`config.mk`:
```
export PLATFORM = sky130hd
export DESIGN_NAME = http_request_header_parser_unit
export DESIGN_NICKNAME = d
export VERILOG_FILES = /design/src/rtl/hrhp_pkg.sv /design/src/rtl/hrhp_step.sv /design/src/rtl/http_request_header_parser_unit.sv
export SDC_FILE = /design/constraint.sdc
export NUM_CORES = 1
export LEC_CHECK = 0
export BUFFER_PORTS_ARGS = -buffer_cell sky130_fd_sc_hd__buf_2
export CAP_MARGIN = 20
export CORE_ASPECT_RATIO = 1.25
export CORE_MARGIN = 3
export CORE_UTILIZATION = 45
export DETAILED_ROUTE_END_ITERATION = 10
export PLACE_DENSITY = 0.64
export SYNTH_ARGS = -nofsm -noshare
export SYNTH_HDL_FRONTEND = slang
export SYNTH_HIERARCHICAL = 1
export SYNTH_SLANG_ARGS = --single-unit
export TNS_END_PERCENT = 50
```
`constraint.sdc`:
```
create_clock -name clk -period 7.26 [get_ports clk]
set_input_delay 1.089 -clock clk [delete_from_list [all_inputs] [get_ports clk]]
set_output_delay 1.089 -clock clk [all_outputs]
set_load 0.02 [all_outputs]
```
`src/rtl/hrhp_pkg.sv`:
```
// Shared types, codes and character-class helpers for the request header parser.
package hrhp_pkg;

  typedef enum logic [4:0] {
    PS_METHOD_START = 5'd0,
    PS_METHOD       = 5'd1,
    PS_URI          = 5'd2,
    PS_VER_H        = 5'd3,
    PS_VER_T1       = 5'd4,
    PS_VER_T2       = 5'd5,
    PS_VER_P        = 5'd6,
    PS_VER_SLASH    = 5'd7,
    PS_MAJOR_START  = 5'd8,
    PS_MAJOR        = 5'd9,
    PS_MINOR_START  = 5'd10,
    PS_MINOR        = 5'd11,
    PS_NL1          = 5'd12,
    PS_LINE_START   = 5'd13,
    PS_LWS          = 5'd14,
    PS_NAME         = 5'd15,
    PS_SPACE        = 5'd16,
    PS_VALUE        = 5'd17,
    PS_NL2          = 5'd18,
    PS_NL3          = 5'd19
  } parse_state_t;

  localparam logic [1:0] STAT_MORE   = 2'd0;
  localparam logic [1:0] STAT_REJECT = 2'd1;
  localparam logic [1:0] STAT_DONE   = 2'd2;

  localparam logic [2:0] ROLE_NONE       = 3'd0;
  localparam logic [2:0] ROLE_METHOD     = 3'd1;
  localparam logic [2:0] ROLE_URI        = 3'd2;
  localparam logic [2:0] ROLE_NAME_START = 3'd3;
  localparam logic [2:0] ROLE_NAME       = 3'd4;
  localparam logic [2:0] ROLE_VALUE      = 3'd5;

  localparam logic [2:0] PM_FULL = 3'd4;
  localparam logic [2:0] PM_BAD  = 3'd7;

  localparam logic [7:0] CH_DEL   = 8'd127;
  localparam logic [7:0] CH_CTL_MAX = 8'd31;
  localparam logic [7:0] CH_TAB   = 8'h09;
  localparam logic [7:0] CH_CR    = 8'h0D;
  localparam logic [7:0] CH_LF    = 8'h0A;
  localparam logic [7:0] CH_SP    = 8'h20;

  // parser control state handed between top level and step logic
  typedef struct packed {
    parse_state_t pstate;
    logic         seen_header;
    logic [2:0]   post_match;
  } ctl_t;

  // per-item result tags
  typedef struct packed {
    logic [1:0] status;
    logic [2:0] role;
  } tag_t;

  function automatic logic is_ctl(input logic [7:0] c);
    return (c <= CH_CTL_MAX) || (c == CH_DEL);
  endfunction

  function automatic logic is_special(input logic [7:0] c);
    logic r;
    case (c)
      "(", ")", "<", ">", "@", ",", ";", ":", "\\", "\"",
      "/", "[", "]", "?", "=", "{", "}", CH_SP, CH_TAB: begin
        r = 1'b1;
      end
      default: begin
        r = 1'b0;
      end
    endcase
    return r;
  endfunction

  function automatic logic is_token(input logic [7:0] c);
    return !c[7] && !is_ctl(c) && !is_special(c);
  endfunction

  function automatic logic is_digit(input logic [7:0] c);
    return (c >= "0") && (c <= "9");
  endfunction

  // next letter of the word POST after n matched letters
  function automatic logic [7:0] post_letter(input logic [2:0] n);
    logic [7:0] r;
    case (n)
      3'd0: r = "P";
      3'd1: r = "O";
      3'd2: r = "S";
      3'd3: r = "T";
      default: r = 8'd0;
    endcase
    return r;
  endfunction

endpackage

```
`src/rtl/hrhp_step.sv`:
```
// Next-state and role/status logic for one request byte.
module hrhp_step
  import hrhp_pkg::*;
#(
  parameter int VERSION_BITS = 8
) (
  input  ctl_t                    cur,
  input  logic [VERSION_BITS-1:0] major_cur,
  input  logic [VERSION_BITS-1:0] minor_cur,
  input  logic                    op,
  input  logic [7:0]              data_byte,
  output ctl_t                    nxt,
  output logic [VERSION_BITS-1:0] major_next,
  output logic [VERSION_BITS-1:0] minor_next,
  output tag_t                    tag
);

  logic                    ok;
  logic [VERSION_BITS-1:0] major_dig;
  logic [VERSION_BITS-1:0] minor_dig;
  logic [2:0]              pm_adv;

  // acc*10 + digit, saturating
  function automatic logic [VERSION_BITS-1:0] add_digit(
    input logic [VERSION_BITS-1:0] acc,
    input logic [3:0]              dig
  );
    logic [VERSION_BITS+3:0] v;
    v = ({4'd0, acc} << 3) + ({4'd0, acc} << 1) + {{VERSION_BITS{1'b0}}, dig};
    if (v[VERSION_BITS+3:VERSION_BITS] != 4'd0) begin
      return {VERSION_BITS{1'b1}};
    end
    return v[VERSION_BITS-1:0];
  endfunction

  assign major_dig = add_digit(major_cur, data_byte[3:0]);
  assign minor_dig = add_digit(minor_cur, data_byte[3:0]);
  assign pm_adv = ((cur.post_match < PM_FULL) && (data_byte == post_letter(cur.post_match)))
                  ? cur.post_match + 3'd1 : PM_BAD;

  always_comb begin
    nxt        = cur;
    major_next = major_cur;
    minor_next = minor_cur;
    tag.status = STAT_MORE;
    tag.role   = ROLE_NONE;
    ok         = 1'b1;
    if (op) begin
      nxt.pstate      = PS_METHOD_START;
      nxt.seen_header = 1'b0;
      nxt.post_match  = 3'd0;
      major_next      = '0;
      minor_next      = '0;
    end else begin
      case (cur.pstate)
        PS_METHOD_START: begin
          if (is_token(data_byte)) begin
            nxt.post_match = pm_adv;
            tag.role       = ROLE_METHOD;
            nxt.pstate     = PS_METHOD;
          end else ok = 1'b0;
        end
        PS_METHOD: begin
          if (data_byte == CH_SP) nxt.pstate = PS_URI;
          else if (is_token(data_byte)) begin
            nxt.post_match = pm_adv;
            tag.role       = ROLE_METHOD;
          end else ok = 1'b0;
        end
        PS_URI: begin
          if (data_byte == CH_SP) nxt.pstate = PS_VER_H;
          else if (is_ctl(data_byte)) ok = 1'b0;
          else tag.role = ROLE_URI;
        end
        PS_VER_H: begin
          if (data_byte == "H") nxt.pstate = PS_VER_T1; else ok = 1'b0;
        end
        PS_VER_T1: begin
          if (data_byte == "T") nxt.pstate = PS_VER_T2; else ok = 1'b0;
        end
        PS_VER_T2: begin
          if (data_byte == "T") nxt.pstate = PS_VER_P; else ok = 1'b0;
        end
        PS_VER_P: begin
          if (data_byte == "P") nxt.pstate = PS_VER_SLASH; else ok = 1'b0;
        end
        PS_VER_SLASH: begin
          if (data_byte == "/") begin
            major_next = '0;
            minor_next = '0;
            nxt.pstate = PS_MAJOR_START;
          end else ok = 1'b0;
        end
        PS_MAJOR_START: begin
          if (is_digit(data_byte)) begin
            major_next = major_dig;
            nxt.pstate = PS_MAJOR;
          end else ok = 1'b0;
        end
        PS_MAJOR: begin
          if (data_byte == ".") nxt.pstate = PS_MINOR_START;
          else if (is_digit(data_byte)) major_next = major_dig;
          else ok = 1'b0;
        end
        PS_MINOR_START: begin
          if (is_digit(data_byte)) begin
            minor_next = minor_dig;
            nxt.pstate = PS_MINOR;
          end else ok = 1'b0;
        end
        PS_MINOR: begin
          if (data_byte == CH_CR) nxt.pstate = PS_NL1;
          else if (is_digit(data_byte)) minor_next = minor_dig;
          else ok = 1'b0;
        end
        PS_NL1: begin
          if (data_byte == CH_LF) nxt.pstate = PS_LINE_START; else ok = 1'b0;
        end
        PS_LINE_START: begin
          if (data_byte == CH_CR) nxt.pstate = PS_NL3;
          else if (cur.seen_header && (data_byte == CH_SP || data_byte == CH_TAB)) begin
            nxt.pstate = PS_LWS;
          end else if (is_token(data_byte)) begin
            nxt.seen_header = 1'b1;
            tag.role        = ROLE_NAME_START;
            nxt.pstate      = PS_NAME;
          end else ok = 1'b0;
        end
        PS_LWS: begin
          if (data_byte == CH_CR) nxt.pstate = PS_NL2;
          else if (data_byte == CH_SP || data_byte == CH_TAB) nxt.pstate = PS_LWS;
          else if (is_ctl(data_byte)) ok = 1'b0;
          else begin
            tag.role   = ROLE_VALUE;
            nxt.pstate = PS_VALUE;
          end
        end
        PS_NAME: begin
          if (data_byte == ":") nxt.pstate = PS_SPACE;
          else if (is_token(data_byte)) tag.role = ROLE_NAME;
          else ok = 1'b0;
        end
        PS_SPACE: begin
          if (data_byte == CH_SP) nxt.pstate = PS_VALUE; else ok = 1'b0;
        end
        PS_VALUE: begin
          if (data_byte == CH_CR) nxt.pstate = PS_NL2;
          else if (is_ctl(data_byte)) ok = 1'b0;
          else tag.role = ROLE_VALUE;
        end
        PS_NL2: begin
          if (data_byte == CH_LF) nxt.pstate = PS_LINE_START; else ok = 1'b0;
        end
        PS_NL3: begin
          if (data_byte == CH_LF) tag.status = STAT_DONE; else ok = 1'b0;
        end
        default: begin
          ok = 1'b0;
        end
      endcase
      // a rejected byte leaves every piece of state alone
      if (!ok) begin
        nxt        = cur;
        major_next = major_cur;
        minor_next = minor_cur;
        tag.status = STAT_REJECT;
        tag.role   = ROLE_NONE;
      end
    end
  end

endmodule

```
`src/rtl/http_request_header_parser_unit.sv`:
```
// Top level of the HTTP/1.1 request line and header parser.
//
// Input channel: in_valid / in_stall carry one item per transfer: op (0 = data
// byte, 1 = restart at method start) and data_byte. Output channel: out_valid /
// out_stall carry one result item per input item: status, byte_role, byte_out,
// is_post, major_version, minor_version.
// A result item is registered and appears in the cycle after its input item is accepted.
// Throughput: one item per cycle while out_stall is low; the parser state is a
// handful of flops set by each accepted byte, so byte N+1 sees byte N's state.
// The output register holds one item. While it is full and the receiver stalls,
// in_stall is raised; when the receiver takes it, a new item enters in the same
// cycle, so no bubble opens up.
// Reset (rst, synchronous) empties the output register and returns the parser
// to method start with versions, the POST tracker and the header flag cleared.
// A rejected byte reports status 1 and leaves all parser state as it was.
// VERSION_BITS sets the width of the saturating version counters; the version
// outputs show their low eight bits.
module http_request_header_parser_unit
  import hrhp_pkg::*;
#(
  parameter int VERSION_BITS = 8
) (
  input  logic       clk,
  input  logic       rst,
  input  logic       in_valid,
  output logic       in_stall,
  input  logic       op,
  input  logic [7:0] data_byte,
  output logic       out_valid,
  input  logic       out_stall,
  output logic [1:0] status,
  output logic [2:0] byte_role,
  output logic [7:0] byte_out,
  output logic       is_post,
  output logic [7:0] major_version,
  output logic [7:0] minor_version
);

  // parser state
  ctl_t                    ctl;
  ctl_t                    ctl_next;
  logic [VERSION_BITS-1:0] major_acc;
  logic [VERSION_BITS-1:0] minor_acc;
  logic [VERSION_BITS-1:0] major_acc_next;
  logic [VERSION_BITS-1:0] minor_acc_next;
  tag_t                    tag;

  // zero-extended views so narrow counters still fill the 8-bit outputs
  logic [VERSION_BITS+7:0] major_ext;
  logic [VERSION_BITS+7:0] minor_ext;

  logic accept;

  hrhp_step #(
    .VERSION_BITS(VERSION_BITS)
  ) u_step (
    .cur       (ctl),
    .major_cur (major_acc),
    .minor_cur (minor_acc),
    .op        (op),
    .data_byte (data_byte),
    .nxt       (ctl_next),
    .major_next(major_acc_next),
    .minor_next(minor_acc_next),
    .tag       (tag)
  );

  // output register is free when empty or being drained this cycle
  assign in_stall = out_valid && out_stall;
  assign accept   = in_valid && !in_stall;

  assign major_ext = {8'd0, major_acc_next};
  assign minor_ext = {8'd0, minor_acc_next};

  always_ff @(posedge clk) begin
    if (rst) begin
      ctl.pstate      <= PS_METHOD_START;
      ctl.seen_header <= 1'b0;
      ctl.post_match  <= 3'd0;
      major_acc       <= '0;
      minor_acc       <= '0;
    end else if (accept) begin
      ctl       <= ctl_next;
      major_acc <= major_acc_next;
      minor_acc <= minor_acc_next;
    end
  end

  always_ff @(posedge clk) begin
    if (rst) begin
      out_valid <= 1'b0;
    end else if (accept) begin
      out_valid <= 1'b1;
    end else if (!out_stall) begin
      out_valid <= 1'b0;
    end
  end

  // result payload, taken along with the item
  always_ff @(posedge clk) begin
    if (accept) begin
      status        <= tag.status;
      byte_role     <= tag.role;
      byte_out      <= op ? 8'd0 : data_byte;
      is_post       <= (ctl_next.post_match == PM_FULL);
      major_version <= major_ext[7:0];
      minor_version <= minor_ext[7:0];
    end
  end

endmodule

```
---- Yosys cells after proc, flatten, opt, wreduce, memory -nomap -nowiden ----
Index checks and enable logic that the tools add are counted.
Widths: inputs -> output; s select.
word-level totals
  flip-flop bits (word level) ............. 56
  output and inout bits ................... 32
  logic and storage cells ................. 240
cells by class
  $add $sub $neg .......................... 5
  $lt $le $gt $ge ......................... 4
  eq/ne operators ......................... 71
  mux-type cells .......................... 109
  bitwise operators ....................... 2
  reductions and logical operators ........ 36
operators by type and width
  cell                count
  $mux 8              14
  $mux 5              21
  $eq 8x6->1 const B  13
  $pmux 5 s18         1
  $eq 8x7->1 const B  10
  $pmux 8 s3          2
  $mux 1              46
  $ne 3x2->1 const B  15
  $mux 3              14
  $eq 5x4->1 const B  8
  $pmux 7 s4          1
  $add 11x9->12       2
  $add 12x4->12       2
  $eq 8x4->1 const B  3
  $pmux 3 s7          1
  $reduce_and 21->1   1
  $eq 5x3->1 const B  4
  $eq 5x5->1 const B  4
  $reduce_bool 19->1  1
  $reduce_or 19->1    1
  $mux 9              2
  $pmux 1 s16         1
  $eq 5x2->1 const B  2
  $logic_and 1x1->1   10
  other kinds (29)    48

---- Depth between registers and ports, before layout ----
Gate-level depths: netlist of run 1.
  depth in word-level cells ............... 17
  mapped depth ............................ 14
  mapped depth without buffers ............ 14

---- By module ----
Netlist of run 1, hierarchy kept.
modules (own cells, without submodules)
  module                           times used  cells an instance  area each (um^2)  sequential area each (um^2)
  hrhp_step                        1           424                2,773.9           0.0
  http_request_header_parser_unit  1           152                2,138.3           1,421.4

---- Least setup slack after synthesis of run 1 ----
Ideal clock, no wire load.
  path type ............................... input port to flip-flop
  start ................................... input data_byte[7]
  end ..................................... register is_post, data pin
  setup time .............................. 0.160 ns
  data arrival time ....................... 3.464 ns
  data required time ...................... 7.100 ns
  setup slack ............................. 3.636 ns
  cell stages on the path ................. 10
  cells stage by stage .................... buf_2 > or3b_2 > a2111oi_0 > o22a_1 > a2111oi_4 > o31ai_2 > and3_4 > nor3_1 > a221oi_1 > nor3b_1
RTL lines
  what                    RTL line                                source
  start: declaration      http_request_header_parser_unit.sv:28   input logic [7:0] data_byte,
  end signal: assignment  http_request_header_parser_unit.sv:105  is_post <= (ctl_next.post_match == PM_FULL);
  end: declaration        http_request_header_parser_unit.sv:34   output logic is_post,

==> results.md, run 1 <==
* Setup TNS at 0 ps
* Layout net count at ~650
* WL final at around 13000 um
* VDD IR max at between 0.07 and 0.08 mV
* Fmax at between 200 and 250 MHz
* Share of layout cells above drive strength 1 at roughly an eighth
* Commonest non-fill, non-tap cell in the layout: nand2b_1
* CP required at about 7400 ps
* Critical path class: input port to flip-flop
* Global-route wire length before repair at 21700 um
* Starting Density at between 40% and 50%
* Drt pass-1 iters at 5
* Clock Skews at slightly below 8 ps
* FFs w/ async S/R, synth at 0%
* Synth warn at 6
* IO buf count at 44
* Routed via count at ~4400
* Root Driver: clkbuf_16
* Hold Slack at around 520 ps
* Vias per cell at roughly 6.1
* DR DRC count at 0
* Largest net degree at the start of global routing at 56
* Xor and xnor fraction of the mapped netlist area at about 2.0%
* Die height at 123 um
* Net Sw Power at between 150 and 200 uW
* Status: finished, final reports clean
* Final worst-path setup slack at 3130 ps
* Post-synth top flop: edfxtp_1
* R2R depth at 10
* GP Congestion at ~0.95
* Final Setup Violations at 0
* Min cycle time layout at roughly 4100 ps
* Logic gate share of total power at between 10% and 20%
* Cell count after synthesis at between 500 and 600
* Critical Path Source Type: input port
* CTS tree: built
* Reg clk slew, reported paths at ~70 ps
* Post-Synth Simple-Gate Area at 30.3%
* Mux cell area share after synthesis at between 5 and 6%
* Adder-cell share of the synthesized area at a little over a tenth
* Critical Path End: is_post
* Worst Tran Pin Value at between 900 and 1000 ps
* Synth unique cells at 76
* DRT antenna net count at 0
* Final Hold Fails at 0
* Net Sw Frac at a little over a quarter
* Seq/Total Area, Yosys at between 20% and 30%
* Inserted Clock Buffers at 5
* Crit Reg-Reg Startpoint: ctl[8]
* Data arrival, critical path at roughly 4300 ps
* Post-CTS Setup Inserts at 0
* Worst-case clock buffer depth at 2
* Clock share of power at ~35%
* Cell row count at 42
* Synth Net Count at around 630
* Most frequent cells in the layout: nand2b_1, a21oi_1, buf_2, nand2_1, nor2_1
* Vias in the first global route at ~4300
* Register bit total from synthesis at 56
* Post_cts resized at 0
* Crit path capture type: flip-flop
* H-tree Lvls at 2
* EDFF count, synth at 30
* Syn_area_per_cell at 8.53 um2
* WL/cell at between 15 and 20 um
* Worst skew pair latency at roughly 300 ps
* Ports at 45
* Initial antenna violation count at 0
* Critical Path Start: data_byte[3]
* P_leak at 0.00208 uW
* Total global-route track usage at between 20 and 25%
* Largest family of logic cells by synthesized area: simple AND/OR/NAND/NOR gates
* Max-slew headroom at 37.3%
* Clock sink count at 56
* CP max FO at 24
* Slew Viols, Final at 0
* Sequential share of power at around 50%
* Synth Area in Compound Gates at 17.8%
* Die area at ~12000 um2
* Placement Cell Area at around 5100 um2
* Pre-CTS setup slack at around 2800 ps
* Hold Crit Class: flip-flop to flip-flop
* Internal at between 500 and 600 uW
* Max-cap check violation count at 0
* Die Wd at around 99 um
* Setup slack on the worst flop-to-flop path at roughly 3700 ps
* Area Growth Syn to Fin at 7.62%
* Pwr per Cell Area at approximately 130 nW/um2
* Inserted Diodes at 0
* Reg2reg end: minor_acc[2]
* Unrepaired setup endpoints after global routing: false
* HPWL after DPL at 9800 um
* Remaining Overflow, GRT at 0
* Cell Area, Synth at slightly below 5000 um2
* Initial DRC Count at approximately 250
* Post-CTS Hold Buffers at 0
* Core area at 10600 um2
* Final worst-path cycle share at between 50 and 60%
* Layout Cell Area excl Fill at about 5300 um2
## worst max-delay path: stages
cell	delay [ps]
buf_2	380
or3b_2	480
a2111oi_0	450
o22a_1	270
a2111oi_4	80
o31ai_2	520
and3_4	310
nor3_1	70
a221oi_1	350
nor3b_1	260
## synth_stat cells, drive strengths merged (7+ instances only)
master / instances / area (um2)
nand2: 44 / 165
a21oi: 49 / 245
clkbuf: 24 / 90.1
nor2b: 19 / 119
buf: 9 / 80.1
inv: 22 / 82.6
edfxtp: 30 / 901
nor3: 23 / 120
dfxtp: 26 / 521
ha: 35 / 438
nand3: 14 / 70.1
mux2i: 26 / 260
o21ai: 18 / 90.1
nand2b: 62 / 388
nor2: 37 / 141
or4: 7 / 56.3
nand4: 10 / 62.6
## power groups by stage
stage	Combinational, uW	Clock (uW)	Sequential [uW]
4_1_cts	101	244	349
3_5_place_dp	100	0	356
2_1_floorplan	63.6	0	366
6_report	101	236	348
5_1_grt	109	257	350
3_3_place_gp	98.9	0	356
## stage by stage
step	total power (uW)	util [%]	std cells
global placement	455	48.4	720
detailed placement	456	48.4	720
global route	716	49.8	728
finish	685	49.8	728
floorplan	430	-	576
CTS	693	49.8	728
## cells by family (layout without fill, tap and decap cells)
kind of cell	count (synthesis)	after routing
AO/OA/AOI/OAI	127	127
buffers and inverters	55	75
adder cells (fa/ha/maj)	39	39
flip-flops	56	56
multiplexers	26	26
XOR/XNOR	11	11
AND/OR/NAND/NOR	262	262
## per-layer routing
layer	GRT usage, %	vias up	wire [um]
met5	0	-	0
met4	10.9	0	628
met3	2.73	52	666
met2	38.0	176	6480
met1	27.3	2051	5600
li1	-	2145	-
## worst min-delay path by stage
stage / from / end / slack [ps] / cells after the start
2_1_floorplan: ctl[7] / ctl[7] / 450 / 2
6_report: ctl[2] / ctl[2] / 520 / 2
3_3_place_gp: major_acc[7] / major_acc[7] / 500 / 2
3_5_place_dp: ctl[2] / ctl[2] / 510 / 2
4_1_cts: ctl[2] / ctl[2] / 530 / 2
5_1_grt: ctl[2] / ctl[2] / 550 / 2
## sequential cells by signal, summed over array words and instances, names as in the netlist
signal / count
ctl: 9
byte_out: 8
major_acc: 8
major_version: 8
minor_acc: 8
minor_version: 8
byte_role: 3
status: 2
is_post: 1
out_valid: 1
## cell type report
cell class	instances	area (um2)
Clock buffer	5	125
Inverter	22	82.6
Multi-Input combinational cell	465	3250
Clock inverter	3	18.8
Tap cell	132	165
Sequential cell	56	1420
Fill cell	1014	5330
Timing Repair Buffer	45	228
No activity file was read; power rests on OpenSTA's default activity.
==> run 2: changes to the inputs <==
--- a/config.mk
+++ b/config.mk
@@ -5,6 +5,7 @@
 export SDC_FILE = /design/constraint.sdc
 export NUM_CORES = 1
 export LEC_CHECK = 0
+export ABC_AREA = 1
 export BUFFER_PORTS_ARGS = -buffer_cell sky130_fd_sc_hd__buf_2
 export CAP_MARGIN = 20
 export CORE_ASPECT_RATIO = 1.25
==> constraint.sdc (replaced) <==
create_clock -name clk -period 4.1 [get_ports clk]
set_input_delay 0.615 -clock clk [delete_from_list [all_inputs] [get_ports clk]]
set_output_delay 0.615 -clock clk [all_outputs]
set_load 0.02 [all_outputs]
==> results.md, run 2 <==
* Final Util at 50.1%
* Pre-CTS setup slack at approximately 460 ps
* HPWL after DPL at 11700 um
* Die area at 13600 um2
* Data arrival, critical path at around 3500 ps
* Multi-input gate area at about 3400 um2
* Total Power at 1720 uW
* Ports at 45
* Cell row count at 44
* P_leak at about 0.0029 uW
* CTS tree: built
* Reg clk slew, reported paths at around 80 ps
* Post-Synth Simple-Gate Area at a little over two fifths
* Reg with most FFs: ctl
* DRT antenna net count at 0
* Worst-case clock buffer depth at 2
* Layout fillers at 1326
* Area Growth Syn to Fin at 7.29%
* Synth Net Count at about 900
* Inserted Clock Buffers at 5
* Pwr per Cell Area at just under 300 nW/um2
* IO buf count at 44
* Min cycle time layout at between 3000 and 4000 ps
* Post-synth top flop: edfxtp_1
* Largest net degree at the start of global routing at 52
* Worst skew pair latency at 310 ps
* Largest register FFs at 9
* Commonest non-fill, non-tap cell in the layout: nand2_1
* Remaining Overflow, GRT at 0
* Synth unique cells at 40
* Total global-route track usage at around a quarter
* Most frequent cells in the layout: nand2_1, nor2_1, inv_1
* Post-CTS Setup Inserts at 0
* Layout net count at roughly 950
* Synth warn at 6
* Core area at between 10000 and 15000 um2
* Vias per cell at approximately 5.3
* Cell taking the most area after synthesis: edfxtp_1
* Final worst-path cycle share at 81.0%
* Unrepaired setup endpoints after global routing: false
* Max-slew headroom at between 30% and 40%
* Mux cell area share after synthesis at 0%
* DR DRC count at 0
* Clock sink count at 56
* Xor and xnor fraction of the mapped netlist area at less than 1%
* Slowest stage cell on the critical path: fa_1
* Initial antenna violation count at 0
* Root Driver: clkbuf_16
* Initial DRC Count at 408
* Hold Crit Class: input port to flip-flop
* Share of layout cells above drive strength 1 at 11.4%
* Largest family of logic cells by synthesized area: simple AND/OR/NAND/NOR gates
* Drt pass-1 iters at 5
* Post_cts resized at 0
* Fmax at 301 MHz
* WL/cell at around 15 um
* Setup TNS at 0 ps
* Die Wd at roughly 100 um
* Seq/Total Area, Yosys at 25.8%
* EDFF count, synth at 30
* Syn_area_per_cell at roughly 6.3 um2
* Adder-cell share of the synthesized area at 9.41%
* Post-synth top cells: nand2_1, nor2_1, inv_1, nand3_1, a21oi_1
* Synth area leaders: edfxtp_1, nand2_1, nor2_1, dfxtp_1, nand3_1
* Cell count after synthesis at roughly 870
* CP required at about 4300 ps
* WL final at approximately 16000 um
* Global-route wire length before repair at around 26000 um
* Max-cap check violation count at 0
* Routed via count at 5636
* CP max FO at 11
* Clock Skews at 13.3 ps
* Worst Tran Pin Value at approximately 1000 ps
* Most frequent cell after synthesis: nand2_1
* Crit-path max cell delay at approximately 600 ps
* GP Congestion at ~0.99
* Final worst-path setup slack at 779 ps
* Die height at approximately 130 um
* Critical path class: input port to flip-flop
* Synth Area in Compound Gates at 10.3%
* H-tree Lvls at 2
* Status: finished, final reports clean
* Cell Area, Synth at roughly 5500 um2
* Synth top area share at between 10% and 20%
* Slew Viols, Final at 0
* FFs w/ async S/R, synth at 0%
* Starting Density at between 40% and 50%
* Post-CTS Hold Buffers at 0
* Critical Path Source Type: input port
* Inserted Diodes at 0
* Register bit total from synthesis at between 50 and 60
* Crit path capture type: flip-flop
* VDD IR max at between 0.15 and 0.2 mV
* Storage element area at around 1400 um2
* Vias in the first global route at roughly 5200
* Final Setup Violations at 0
* Final Hold Fails at 0
* Critical Path, Cell by Cell: buf_2, fa_1, inv_1, fa_1, o21bai_1, nand2_1, nor2_1, nand2_1, a21boi_1, nand3_1, nand3_1, nand3_1, nand2_1, nor2_1, inv_1, nand3_1, nand2_1, nor2_1
==> run 2: layer usage <==
metal	share of wire [%]	track usage (%)
met5	0	0
met4	3.1	9.42
met3	4.7	2.69
met1	43	30.1
met2	49	41.4
==> run 2: kinds of logic after synthesis <==
group	after synthesis
adders and majority gates	39
and+or+nand+nor	520
DFF	56
buffers and inverters	144
xor gates and xnor gates	6
AOI/OAI and AO/OA	104
==> run 2: where the power goes <==
part	switching, uW	internal [uW]	total (uW)
registers	39.3	638	677
logic	396	196	592
clock network	219	230	449
==> run 2: area by class of cell <==
class / instances / area share [%]
Clock buffer: 6 / 2.18
Clock inverter: 2 / 0.275
Inverter: 121 / 7.69
Tap cell: 161 / 3.41
Sequential cell: 56 / 24.1
Timing Repair Buffer: 47 / 4.11
Multi-Input combinational cell: 669 / 58.3
==> run 2: worst max-delay path, delay by kind of cell <==
kind	cells	cell delay [ps]
adder cells (fa/ha/maj)	2	1060
AND/OR/NAND/NOR	11	850
buffers and inverters	3	350
AO/OA/AOI/OAI	2	640
==> run 2: through the flow <==
stage	instance area [um2]	hold slack [ps]	instances
4_1_cts	5910	495	1062
2_1_floorplan	5510	467	869
3_3_place_gp	5760	505	1054
6_report	5910	500	1062
3_5_place_dp	5760	516	1054
5_1_grt	5910	507	1062
==> run 2: worst paths after layout <==
check                     from      endpoint  slack, ps  cells past startpoint
setup / recovery  data_byte[3]  major_acc[6]        780                     18
hold / removal             rst     out_valid        500                      2
setup reg to reg  major_acc[0]  major_acc[6]        980                     17
hold reg to reg         ctl[3]        ctl[3]        530                      2
